===== src/rtl/cltt_pkg.sv =====
// Shared types and constants for the client liveness timeout table.
// No dependencies; used by every other file in rtl/.
package cltt_pkg;

  localparam int unsigned MaxClientsDef = 16;
  localparam int unsigned CmdW          = 2;
  localparam int unsigned IdW           = 16;
  localparam int unsigned TimeW         = 32;
  localparam int unsigned StatusW       = 3;
  localparam int unsigned CfgIdxW       = 1;

  localparam logic [TimeW-1:0] CheckPeriodRst = 32'd5000;
  localparam logic [TimeW-1:0] DeadAfterRst   = 32'd10000;

  typedef enum logic [CmdW-1:0] {
    CMD_ADD    = 2'd0,
    CMD_REMOVE = 2'd1,
    CMD_SEEN   = 2'd2,
    CMD_TICK   = 2'd3
  } cmd_e;

  typedef enum logic [StatusW-1:0] {
    ST_OK    = 3'd0,
    ST_FAIL  = 3'd1,
    ST_ALIVE = 3'd2,
    ST_CHECK = 3'd3,
    ST_DEAD  = 3'd4,
    ST_EMPTY = 3'd5
  } status_e;

  typedef enum logic [CfgIdxW-1:0] {
    CFG_CHECK_PERIOD = 1'd0,
    CFG_DEAD_AFTER   = 1'd1
  } cfg_idx_e;

  typedef enum logic [3:0] {
    S_IDLE,
    S_FIND,
    S_DECIDE,
    S_SHIFT_RD,
    S_SHIFT_WR,
    S_MIN,
    S_OUT,
    S_RESP_OK,
    S_RESP_FAIL,
    S_RESP_EMPTY
  } state_e;

  typedef enum logic [1:0] {
    RD_CNT,
    RD_NEXT,
    RD_ZERO
  } rd_sel_e;

  // controller -> datapath
  typedef struct packed {
    logic    load_req;
    logic    cnt_clr;
    logic    cnt_inc;
    logic    cnt_load_pos;
    logic    find_chk;
    logic    min_upd;
    logic    wr_add;
    logic    wr_seen;
    logic    wr_shift;
    logic    count_dec;
    logic    out_entry;
    logic    out_resp;
    status_e resp_status;
    rd_sel_e rd_sel;
  } ctrl_cmd_t;

  // datapath -> controller
  typedef struct packed {
    logic cnt_nz;
    logic cnt_lt_count;
    logic match;
    logic full;
    logic count_zero;
    logic found;
    logic out_free;
    logic shift_more;
    logic last_entry;
    cmd_e req_cmd;
  } dp_stat_t;

endpackage


===== src/rtl/cltt_req_if.sv =====
// Request channel: valid/ready handshake with command, client id and time.
// Depends on cltt_pkg for field widths.
interface cltt_req_if;
  logic                          valid;
  logic                          ready;
  logic [cltt_pkg::CmdW-1:0]     command;
  logic [cltt_pkg::IdW-1:0]      client_id;
  logic [cltt_pkg::TimeW-1:0]    now_ms;

  modport source (output valid, command, client_id, now_ms, input ready);
  modport sink   (input valid, command, client_id, now_ms, output ready);
endinterface


===== src/rtl/cltt_rsp_if.sv =====
// Result channel: valid/ready handshake with status, id, wait time and last flag.
// Depends on cltt_pkg for field widths.
interface cltt_rsp_if;
  logic                          valid;
  logic                          ready;
  logic [cltt_pkg::StatusW-1:0]  status;
  logic [cltt_pkg::IdW-1:0]      entry_id;
  logic [cltt_pkg::TimeW-1:0]    next_wait_ms;
  logic                          last;

  modport source (output valid, status, entry_id, next_wait_ms, last, input ready);
  modport sink   (input valid, status, entry_id, next_wait_ms, last, output ready);
endinterface


===== src/rtl/cltt_ctrl.sv =====
// Sequencer for the timeout table: search, insert, shift-down, scan passes.
// Depends on cltt_pkg; drives cltt_dp through ctrl_cmd_t.
module cltt_ctrl (
  input  logic                     clk_i,
  input  logic                     rst_ni,
  input  logic                     in_valid_i,
  input  cltt_pkg::cmd_e           in_cmd_i,
  output logic                     in_ready_o,
  input  cltt_pkg::dp_stat_t       stat_i,
  output cltt_pkg::ctrl_cmd_t      cmd_o
);

  cltt_pkg::state_e state_q, state_d;

  always_ff @(posedge clk_i or negedge rst_ni) begin
    if (!rst_ni) begin
      state_q <= cltt_pkg::S_IDLE;
    end else begin
      state_q <= state_d;
    end
  end

  always_comb begin
    state_d          = state_q;
    cmd_o            = '0;
    cmd_o.resp_status = cltt_pkg::ST_OK;
    cmd_o.rd_sel     = cltt_pkg::RD_CNT;
    in_ready_o       = 1'b0;

    unique case (state_q)
      cltt_pkg::S_IDLE: begin
        in_ready_o = 1'b1;
        if (in_valid_i) begin
          cmd_o.load_req = 1'b1;
          cmd_o.cnt_clr  = 1'b1;
          if (in_cmd_i == cltt_pkg::CMD_TICK) begin
            state_d = stat_i.count_zero ? cltt_pkg::S_RESP_EMPTY : cltt_pkg::S_MIN;
          end else begin
            state_d = cltt_pkg::S_FIND;
          end
        end
      end

      // read entry cnt, compare entry cnt-1 against the request id
      cltt_pkg::S_FIND: begin
        cmd_o.find_chk = 1'b1;
        cmd_o.cnt_inc  = stat_i.cnt_lt_count;
        if ((stat_i.cnt_nz && stat_i.match) || !stat_i.cnt_lt_count) begin
          state_d = cltt_pkg::S_DECIDE;
        end
      end

      cltt_pkg::S_DECIDE: begin
        unique case (stat_i.req_cmd)
          cltt_pkg::CMD_ADD: begin
            if (stat_i.found || stat_i.full) begin
              state_d = cltt_pkg::S_RESP_FAIL;
            end else begin
              cmd_o.wr_add = 1'b1;
              state_d      = cltt_pkg::S_RESP_OK;
            end
          end
          cltt_pkg::CMD_REMOVE: begin
            if (!stat_i.found) begin
              state_d = cltt_pkg::S_RESP_FAIL;
            end else begin
              cmd_o.cnt_load_pos = 1'b1;
              state_d            = cltt_pkg::S_SHIFT_RD;
            end
          end
          cltt_pkg::CMD_SEEN: begin
            if (!stat_i.found) begin
              state_d = cltt_pkg::S_RESP_FAIL;
            end else begin
              cmd_o.wr_seen = 1'b1;
              state_d       = cltt_pkg::S_RESP_OK;
            end
          end
          cltt_pkg::CMD_TICK: begin
            state_d = cltt_pkg::S_RESP_EMPTY;
          end
          default: begin
            state_d = cltt_pkg::S_RESP_FAIL;
          end
        endcase
      end

      cltt_pkg::S_SHIFT_RD: begin
        if (stat_i.shift_more) begin
          cmd_o.rd_sel = cltt_pkg::RD_NEXT;
          state_d      = cltt_pkg::S_SHIFT_WR;
        end else begin
          cmd_o.count_dec = 1'b1;
          state_d         = cltt_pkg::S_RESP_OK;
        end
      end

      cltt_pkg::S_SHIFT_WR: begin
        cmd_o.wr_shift = 1'b1;
        cmd_o.cnt_inc  = 1'b1;
        state_d        = cltt_pkg::S_SHIFT_RD;
      end

      // first pass: least remaining time; ends with entry 0 being read
      cltt_pkg::S_MIN: begin
        cmd_o.min_upd = stat_i.cnt_nz;
        if (stat_i.cnt_lt_count) begin
          cmd_o.cnt_inc = 1'b1;
        end else begin
          cmd_o.rd_sel  = cltt_pkg::RD_ZERO;
          cmd_o.cnt_clr = 1'b1;
          state_d       = cltt_pkg::S_OUT;
        end
      end

      // second pass: one result per entry, held while the sink stalls
      cltt_pkg::S_OUT: begin
        if (stat_i.out_free) begin
          cmd_o.out_entry = 1'b1;
          cmd_o.cnt_inc   = 1'b1;
          cmd_o.rd_sel    = cltt_pkg::RD_NEXT;
          if (stat_i.last_entry) begin
            state_d = cltt_pkg::S_IDLE;
          end
        end
      end

      cltt_pkg::S_RESP_OK: begin
        cmd_o.resp_status = cltt_pkg::ST_OK;
        if (stat_i.out_free) begin
          cmd_o.out_resp = 1'b1;
          state_d        = cltt_pkg::S_IDLE;
        end
      end

      cltt_pkg::S_RESP_FAIL: begin
        cmd_o.resp_status = cltt_pkg::ST_FAIL;
        if (stat_i.out_free) begin
          cmd_o.out_resp = 1'b1;
          state_d        = cltt_pkg::S_IDLE;
        end
      end

      cltt_pkg::S_RESP_EMPTY: begin
        cmd_o.resp_status = cltt_pkg::ST_EMPTY;
        if (stat_i.out_free) begin
          cmd_o.out_resp = 1'b1;
          state_d        = cltt_pkg::S_IDLE;
        end
      end

      default: begin
        state_d = cltt_pkg::S_IDLE;
      end
    endcase
  end

endmodule


===== src/rtl/cltt_dp.sv =====
// Datapath for the timeout table: entry memories, counters, config, result register.
// Depends on cltt_pkg; commanded by cltt_ctrl.
module cltt_dp #(
  parameter int unsigned MaxClients = cltt_pkg::MaxClientsDef
) (
  input  logic                              clk_i,
  input  logic                              rst_ni,
  input  logic                              cfg_we_i,
  input  logic [cltt_pkg::CfgIdxW-1:0]      cfg_idx_i,
  input  logic [cltt_pkg::TimeW-1:0]        cfg_wdata_i,
  input  cltt_pkg::cmd_e                    in_cmd_i,
  input  logic [cltt_pkg::IdW-1:0]          in_id_i,
  input  logic [cltt_pkg::TimeW-1:0]        in_now_i,
  input  cltt_pkg::ctrl_cmd_t               cmd_i,
  output cltt_pkg::dp_stat_t                stat_o,
  input  logic                              out_ready_i,
  output logic                              out_valid_o,
  output logic [cltt_pkg::StatusW-1:0]      out_status_o,
  output logic [cltt_pkg::IdW-1:0]          out_id_o,
  output logic [cltt_pkg::TimeW-1:0]        out_wait_o,
  output logic                              out_last_o
);

  localparam int unsigned CntW  = $clog2(MaxClients + 1);
  localparam int unsigned AddrW = (MaxClients > 1) ? $clog2(MaxClients) : 1;

  // configuration
  logic [cltt_pkg::TimeW-1:0] check_q, dead_q;

  always_ff @(posedge clk_i or negedge rst_ni) begin
    if (!rst_ni) begin
      check_q <= cltt_pkg::CheckPeriodRst;
      dead_q  <= cltt_pkg::DeadAfterRst;
    end else if (cfg_we_i) begin
      unique case (cltt_pkg::cfg_idx_e'(cfg_idx_i))
        cltt_pkg::CFG_CHECK_PERIOD: check_q <= cfg_wdata_i;
        cltt_pkg::CFG_DEAD_AFTER:   dead_q  <= cfg_wdata_i;
        default: ;
      endcase
    end
  end

  // captured request
  cltt_pkg::cmd_e              req_cmd_q;
  logic [cltt_pkg::IdW-1:0]    req_id_q;
  logic [cltt_pkg::TimeW-1:0]  req_now_q;

  always_ff @(posedge clk_i) begin
    if (cmd_i.load_req) begin
      req_cmd_q <= in_cmd_i;
      req_id_q  <= in_id_i;
      req_now_q <= in_now_i;
    end
  end

  // counters
  logic [CntW-1:0]  count_q, cnt_q, cnt_nxt;
  logic [AddrW-1:0] pos_q;
  logic             found_q;

  assign cnt_nxt = cnt_q + CntW'(1);

  always_ff @(posedge clk_i or negedge rst_ni) begin
    if (!rst_ni) begin
      count_q <= '0;
      cnt_q   <= '0;
      found_q <= 1'b0;
    end else begin
      if (cmd_i.wr_add) begin
        count_q <= count_q + CntW'(1);
      end else if (cmd_i.count_dec) begin
        count_q <= count_q - CntW'(1);
      end

      if (cmd_i.cnt_clr) begin
        cnt_q <= '0;
      end else if (cmd_i.cnt_load_pos) begin
        cnt_q <= CntW'(pos_q);
      end else if (cmd_i.cnt_inc) begin
        cnt_q <= cnt_nxt;
      end

      if (cmd_i.load_req) begin
        found_q <= 1'b0;
      end else if (cmd_i.find_chk && stat_o.cnt_nz && stat_o.match) begin
        found_q <= 1'b1;
      end
    end
  end

  always_ff @(posedge clk_i) begin
    if (cmd_i.find_chk && stat_o.cnt_nz && stat_o.match) begin
      pos_q <= AddrW'(cnt_q - CntW'(1));
    end
  end

  // entry memories, one write and one registered read a cycle
  logic [cltt_pkg::IdW-1:0]   ids_mem  [MaxClients];
  logic [cltt_pkg::TimeW-1:0] seen_mem [MaxClients];
  logic [cltt_pkg::IdW-1:0]   rd_id_q;
  logic [cltt_pkg::TimeW-1:0] rd_seen_q;
  logic [AddrW-1:0]           raddr;

  always_comb begin
    case (cmd_i.rd_sel)
      cltt_pkg::RD_NEXT: raddr = cnt_nxt[AddrW-1:0];
      cltt_pkg::RD_ZERO: raddr = '0;
      default:           raddr = cnt_q[AddrW-1:0];
    endcase
  end

  always_ff @(posedge clk_i) begin
    rd_id_q   <= ids_mem[raddr];
    rd_seen_q <= seen_mem[raddr];
    if (cmd_i.wr_add) begin
      ids_mem[count_q[AddrW-1:0]]  <= req_id_q;
      seen_mem[count_q[AddrW-1:0]] <= req_now_q;
    end else if (cmd_i.wr_seen) begin
      seen_mem[pos_q] <= req_now_q;
    end else if (cmd_i.wr_shift) begin
      ids_mem[cnt_q[AddrW-1:0]]  <= rd_id_q;
      seen_mem[cnt_q[AddrW-1:0]] <= rd_seen_q;
    end
  end

  // timing arithmetic on the entry just read
  logic [cltt_pkg::TimeW-1:0] elapsed, remain, wait_q;
  cltt_pkg::status_e          entry_st;

  assign elapsed = req_now_q - rd_seen_q;
  assign remain  = (elapsed >= check_q) ? '0 : (check_q - elapsed);

  always_comb begin
    if (elapsed > dead_q) begin
      entry_st = cltt_pkg::ST_DEAD;
    end else if (elapsed > check_q) begin
      entry_st = cltt_pkg::ST_CHECK;
    end else begin
      entry_st = cltt_pkg::ST_ALIVE;
    end
  end

  always_ff @(posedge clk_i) begin
    if (cmd_i.load_req) begin
      wait_q <= check_q;
    end else if (cmd_i.min_upd && (remain < wait_q)) begin
      wait_q <= remain;
    end
  end

  // result register
  logic                       out_valid_q, out_last_q;
  cltt_pkg::status_e          out_status_q;
  logic [cltt_pkg::IdW-1:0]   out_id_q;
  logic [cltt_pkg::TimeW-1:0] out_wait_q;
  logic                       out_load;

  assign out_load = cmd_i.out_entry || cmd_i.out_resp;

  always_ff @(posedge clk_i or negedge rst_ni) begin
    if (!rst_ni) begin
      out_valid_q <= 1'b0;
    end else if (out_load) begin
      out_valid_q <= 1'b1;
    end else if (out_ready_i) begin
      out_valid_q <= 1'b0;
    end
  end

  always_ff @(posedge clk_i) begin
    if (cmd_i.out_entry) begin
      out_status_q <= entry_st;
      out_id_q     <= rd_id_q;
      out_wait_q   <= wait_q;
      out_last_q   <= stat_o.last_entry;
    end else if (cmd_i.out_resp) begin
      out_status_q <= cmd_i.resp_status;
      out_last_q   <= 1'b1;
      if (cmd_i.resp_status == cltt_pkg::ST_EMPTY) begin
        out_id_q   <= '0;
        out_wait_q <= wait_q;
      end else begin
        out_id_q   <= req_id_q;
        out_wait_q <= '0;
      end
    end
  end

  assign out_valid_o  = out_valid_q;
  assign out_status_o = out_status_q;
  assign out_id_o     = out_id_q;
  assign out_wait_o   = out_wait_q;
  assign out_last_o   = out_last_q;

  // status to controller
  always_comb begin
    stat_o.cnt_nz       = (cnt_q != '0);
    stat_o.cnt_lt_count = (cnt_q < count_q);
    stat_o.match        = (rd_id_q == req_id_q);
    stat_o.full         = (count_q == CntW'(MaxClients));
    stat_o.count_zero   = (count_q == '0);
    stat_o.found        = found_q;
    stat_o.out_free     = !out_valid_q || out_ready_i;
    stat_o.shift_more   = (cnt_nxt < count_q);
    stat_o.last_entry   = (cnt_nxt == count_q);
    stat_o.req_cmd      = req_cmd_q;
  end

endmodule


===== src/rtl/client_liveness_timeout_table.sv =====
// Top level of the client liveness timeout table.
// Depends on cltt_pkg, cltt_req_if, cltt_rsp_if, cltt_ctrl and cltt_dp.
//
//   channel   dir   handshake      payload
//   req_if    in    valid/ready    command, client_id, now_ms
//   rsp_if    out   valid/ready    status, entry_id, next_wait_ms, last
//   cfg       in    cfg_we_i       cfg_idx_i, cfg_wdata_i (no read-back)
//
// One request is in work at a time.
// Add and seen: a search reads one entry a cycle through the memory's
//   registered port, then a single result is sent.
// Remove: the search, then a read and a write state per entry moved down.
// Tick: a minimum pass, then one result a cycle while the sink keeps up.
// Reset empties the table through the fill count; no clearing pass is needed.
// A stalled result sink holds the sequencer; requests wait in IDLE only.
module client_liveness_timeout_table #(
  parameter int unsigned MaxClients = cltt_pkg::MaxClientsDef
) (
  input  logic                          clk_i,
  input  logic                          rst_ni,
  cltt_req_if.sink                      req_if,
  cltt_rsp_if.source                    rsp_if,
  input  logic                          cfg_we_i,
  input  logic [cltt_pkg::CfgIdxW-1:0]  cfg_idx_i,
  input  logic [cltt_pkg::TimeW-1:0]    cfg_wdata_i
);

  cltt_pkg::ctrl_cmd_t ctrl_cmd;
  cltt_pkg::dp_stat_t  dp_stat;
  cltt_pkg::cmd_e      in_cmd;

  assign in_cmd = cltt_pkg::cmd_e'(req_if.command);

  // sequencer: owns the state, decides what the datapath does each cycle
  cltt_ctrl u_ctrl (
    .clk_i      (clk_i),
    .rst_ni     (rst_ni),
    .in_valid_i (req_if.valid),
    .in_cmd_i   (in_cmd),
    .in_ready_o (req_if.ready),
    .stat_i     (dp_stat),
    .cmd_o      (ctrl_cmd)
  );

  // datapath: entry memories, counters, timing arithmetic and result register
  cltt_dp #(
    .MaxClients (MaxClients)
  ) u_dp (
    .clk_i        (clk_i),
    .rst_ni       (rst_ni),
    .cfg_we_i     (cfg_we_i),
    .cfg_idx_i    (cfg_idx_i),
    .cfg_wdata_i  (cfg_wdata_i),
    .in_cmd_i     (in_cmd),
    .in_id_i      (req_if.client_id),
    .in_now_i     (req_if.now_ms),
    .cmd_i        (ctrl_cmd),
    .stat_o       (dp_stat),
    .out_ready_i  (rsp_if.ready),
    .out_valid_o  (rsp_if.valid),
    .out_status_o (rsp_if.status),
    .out_id_o     (rsp_if.entry_id),
    .out_wait_o   (rsp_if.next_wait_ms),
    .out_last_o   (rsp_if.last)
  );

endmodule


===== src/flat_wrapper.sv =====
// flat-port wrapper written by rule: the top's interface ports become plain ports
module client_liveness_timeout_table_flat 
#(
  parameter int unsigned MaxClients = cltt_pkg::MaxClientsDef
)
  (clk_i, rst_ni, cfg_we_i, cfg_idx_i, cfg_wdata_i, req_if_valid, req_if_command, req_if_client_id, req_if_now_ms, req_if_ready, rsp_if_valid, rsp_if_status, rsp_if_entry_id, rsp_if_next_wait_ms, rsp_if_last, rsp_if_ready);
  cltt_req_if req_if_i ();
  cltt_rsp_if rsp_if_i ();
  input  logic clk_i;
  input  logic rst_ni;
  input  logic cfg_we_i;
  input  logic [cltt_pkg::CfgIdxW-1:0] cfg_idx_i;
  input  logic [cltt_pkg::TimeW-1:0] cfg_wdata_i;
  input wire logic [$bits(req_if_i.valid)-1:0] req_if_valid;
  input wire logic [$bits(req_if_i.command)-1:0] req_if_command;
  input wire logic [$bits(req_if_i.client_id)-1:0] req_if_client_id;
  input wire logic [$bits(req_if_i.now_ms)-1:0] req_if_now_ms;
  output wire logic [$bits(req_if_i.ready)-1:0] req_if_ready;
  output wire logic [$bits(rsp_if_i.valid)-1:0] rsp_if_valid;
  output wire logic [$bits(rsp_if_i.status)-1:0] rsp_if_status;
  output wire logic [$bits(rsp_if_i.entry_id)-1:0] rsp_if_entry_id;
  output wire logic [$bits(rsp_if_i.next_wait_ms)-1:0] rsp_if_next_wait_ms;
  output wire logic [$bits(rsp_if_i.last)-1:0] rsp_if_last;
  input wire logic [$bits(rsp_if_i.ready)-1:0] rsp_if_ready;
  assign req_if_i.valid = req_if_valid;
  assign req_if_i.command = req_if_command;
  assign req_if_i.client_id = req_if_client_id;
  assign req_if_i.now_ms = req_if_now_ms;
  assign req_if_ready = req_if_i.ready;
  assign rsp_if_valid = rsp_if_i.valid;
  assign rsp_if_status = rsp_if_i.status;
  assign rsp_if_entry_id = rsp_if_i.entry_id;
  assign rsp_if_next_wait_ms = rsp_if_i.next_wait_ms;
  assign rsp_if_last = rsp_if_i.last;
  assign rsp_if_i.ready = rsp_if_ready;
  client_liveness_timeout_table #(.MaxClients(MaxClients)) u_core (.clk_i(clk_i), .rst_ni(rst_ni), .req_if(req_if_i), .rsp_if(rsp_if_i), .cfg_we_i(cfg_we_i), .cfg_idx_i(cfg_idx_i), .cfg_wdata_i(cfg_wdata_i));
endmodule

===== config.mk =====
export PLATFORM = sky130hd
export DESIGN_NAME = client_liveness_timeout_table_flat
export DESIGN_NICKNAME = d
export VERILOG_FILES = /design/src/rtl/cltt_pkg.sv /design/src/rtl/cltt_req_if.sv /design/src/rtl/cltt_rsp_if.sv /design/src/rtl/cltt_ctrl.sv /design/src/rtl/cltt_dp.sv /design/src/rtl/client_liveness_timeout_table.sv /design/src/flat_wrapper.sv
export SDC_FILE = /design/constraint.sdc
export NUM_CORES = 1
export LEC_CHECK = 0
export BUFFER_PORTS_ARGS = -buffer_cell sky130_fd_sc_hd__buf_2
export CORE_MARGIN = 2
export CORE_UTILIZATION = 60
export CTS_CLUSTER_SIZE = 8
export DETAILED_ROUTE_END_ITERATION = 12
export PLACE_DENSITY = 0.77
export SYNTH_ARGS = -nofsm -noshare
export SYNTH_HDL_FRONTEND = slang
export SYNTH_SLANG_ARGS = --single-unit
export TNS_END_PERCENT = 50

===== constraint.sdc =====
create_clock -name clk_i -period 13 [get_ports clk_i]
set_input_delay 2.6 -clock clk_i [delete_from_list [all_inputs] [get_ports clk_i]]
set_output_delay 2.6 -clock clk_i [all_outputs]
set_load 0.005 [all_outputs]

==> out/results.ini <==
[global_route]
grt-ovfl-total = 0
grt-busiest-layer = met2
use_met2_pct = 49.0
antenna_found_initial = 0
grt_pass1_wl_mm = 172
grtUsageTotal_pct = 29.9
grt_pass1_vias = 27800
grt_start_max_net_pins = 143
grtUsageMet3_pct = 6.09
use_met1_pct = 40.3

[clocking]
ctsResizeCount = 0
cts_hold_buf = 0
htreeDepth = 4
clk_latency_ns = 0.74
clkTransAtPathRegs_ns = 0.05
cts_setup_buffers = 0
cts.sinks = 1034
cts_tree = built
clockRootBuffer = clkbuf_16
cts_made_buffers = 148
clk_path_buf_depth = 3

[critical_path]
r2r_slack_ns = 3.58
cp-start-kind = register
startpoint = u_core.u_dp.req_now_q[0]$_DFFE_PP_
worst_path_largest_cell_delay_ns = 0.84
regToRegStartpoint = u_core.u_dp.req_now_q[0]$_DFFE_PP_
crit_end = u_core.u_dp.wait_q[5]$_DFFE_PP_
ff2ff_path_depth = 35
critPathCaptureType = register
critical_path_class = reg2reg
rr_endpoint = u_core.u_dp.wait_q[5]$_DFFE_PP_
cp.required_ns = 13.34
cp_slowest_cell = a31oi_4
path_common_cell = a21o_1
crit_arrival_ns = 9.76
crit_fanout = 57

[route]
wl_per_cell_um = 27.6
drc_errors = 0
wirelength_mm = 114
drtAntennaViolNets = 0
drt-initial-drc-count = 2986
vias = 26900
avgViaCountPerCell = 6.52
drt_first_pass_iters = 5

[timing]
fin_crit_sh_pct = 72.4
period_needed_ns = 9.42
worst_slack_ns = 3.58
rsz0062_at_grt = false
tns_ns = 0
slew_headroom_pct = 8.26
slew_violations = 0
hold_viol = 0
fmax_ghz = 0.106
final-setup-viol-count = 0
worstMarginPinSlew_ns = 1.37
fin_skew_ns = 0.0334

[logic_synthesis]
ys.flop_type = edfxtp_1
ys_types = 86
synth-edff-count = 906
synth_seq_cells = 1034
syn_avg_cell_area_um2 = 16.0
async_flop_share_pct = 7.74
synth_warnings = 0
synth-seq-area-share_pct = 66.8
syn_inst = 2826
synth_nets = 3056
synth_area_um2 = 45200

[floorplan]
fp.coreArea_um2 = 74400
die_x_um = 278
rows = 100
ios = 142
start_util_pct = 60.7
die_area_um2 = 77500
chipHeight_um = 278

[power_and_ir_drop]
p_leak_uw = 0.0184
power_density_nw_per_um2 = 282
total_power_uw = 14600
ir_drop_mv = 0.245

[placement]
dp_hpwl_mm = 64.8
preCtsSetupSlack_ns = 3.97
gp_congestion = 0.916
port_buffers = 141
placement.cell_area_um2 = 47200

[final_layout]
nFillCells = 4533
final_common_cell = edfxtp_1
fin_util_pct = 69.3
final_area_um2 = 51600
n_antenna_cell = 0
area_growth_pct = 14.3
final_nets = 3277
drive_gt1_share_pct = 23.8
layout_common_cells = edfxtp_1, mux4_2, nand2_1

[worst_hold_path]
hold_depth = 1
hold_class = reg2reg

[run]
drv_cap = 0

[outcome]
outcome = complete, no violations

-- metal layers --
layer | vias up | share of wire, %
met1 | 13600 | 38
li1 | 11400 | -
met4 | 0 | 3.0
met3 | 261 | 9.7
met2 | 1621 | 49
met5 | - | 0
-- flip-flops by register name, summed over array words and instances, names as in the netlist, 32 cells and up --
signal and cells:
u_core.u_dp.check_q 32, u_core.u_dp.dead_q 32, u_core.u_dp.ids_mem 256, u_core.u_dp.out_wait_o 32, u_core.u_dp.rd_seen_q 32, u_core.u_dp.req_now_q 32
u_core.u_dp.seen_mem 512, u_core.u_dp.wait_q 32
-- worst min path at each step --
stage	slack, ns	startpoint	endpoint
detailed placement	0.50	u_core.u_dp.count_q[4]$_DFFE_PN0P_	u_core.u_dp.count_q[4]$_DFFE_PN0P_
floorplan	0.47	u_core.u_dp.count_q[4]$_DFFE_PN0P_	u_core.u_dp.count_q[4]$_DFFE_PN0P_
CTS	0.50	u_core.u_dp.count_q[4]$_DFFE_PN0P_	u_core.u_dp.count_q[4]$_DFFE_PN0P_
finish	0.50	u_core.u_dp.count_q[4]$_DFFE_PN0P_	u_core.u_dp.count_q[4]$_DFFE_PN0P_
global route	0.53	u_core.u_dp.dead_q[20]$_DFFE_PN0P_	u_core.u_dp.dead_q[20]$_DFFE_PN0P_
global placement	0.48	u_core.u_dp.count_q[4]$_DFFE_PN0P_	u_core.u_dp.count_q[4]$_DFFE_PN0P_
-- synth_stat cells, types with 22 or more instances --
cell type / n / share of area [%]
edfxtp_1: 906 / 60
mux4_2: 192 / 9.6
nand2_1: 181 / 1.5
nor2_1: 158 / 1.3
inv_1: 149 / 1.2
ha_1: 139 / 3.9
mux2_2: 110 / 2.7
clkbuf_1: 77 / 0.64
a21oi_1: 70 / 0.78
dfrtp_1: 70 / 3.9
a31oi_1: 62 / 0.86
xnor2_1: 60 / 1.2
a211oi_1: 55 / 0.91
a21o_1: 54 / 0.90
dfxtp_1: 48 / 2.1
and2_1: 47 / 0.65
o21ai_0: 42 / 0.47
buf_1: 31 / 0.26
xor2_1: 30 / 0.58
nor3_1: 26 / 0.29
nand4_1: 24 / 0.33
nand3_1: 23 / 0.25
nand2b_1: 22 / 0.30
-- power by group --
group	total, µW	leakage [µW]	switching [µW]	internal [µW]
logic	6370	0.00676	3840	2530
clock network	3600	0.00208	1440	2150
registers	4600	0.00954	235	4360
total	14600	0.0184	5520	9050
-- metrics by stage --
step                hold slack, ns  cells
global placement             0.484   3866
CTS                          0.503   4123
finish                       0.504   4123
floorplan                    0.468   2826
global route                 0.526   4123
detailed placement           0.496   3866
-- critical path, delay by kind of cell (launching register included) --
family	cells	cell delay [ns]
compound gates	21	5.56
fa+ha+maj	4	1.29
flops	1	0.37
xor+xnor	1	0.15
simple gates	6	0.93
buf+inv	3	0.71
-- cell families after synthesis --
logic type,after synthesis,synth area share (%)
mux,306,12.4
simple gates,554,5.79
flops,1034,66.8
compound gates,429,6.79
fa+ha+maj,144,4.03
xor+xnor,92,1.82
buf+inv,267,2.32
-- area by class of cell --
class,instances,area [µm²],share of cell area [%]
flip-flops and latches,1034,30200,58.5
multi-input cells,1525,14200,27.4
clock buffers,241,4070,7.89
well taps,969,1210,2.35
repair buffers,189,1090,2.12
inverters,149,562,1.09
clock inverters,16,333,0.645
(Power assumes the default switching activity.)
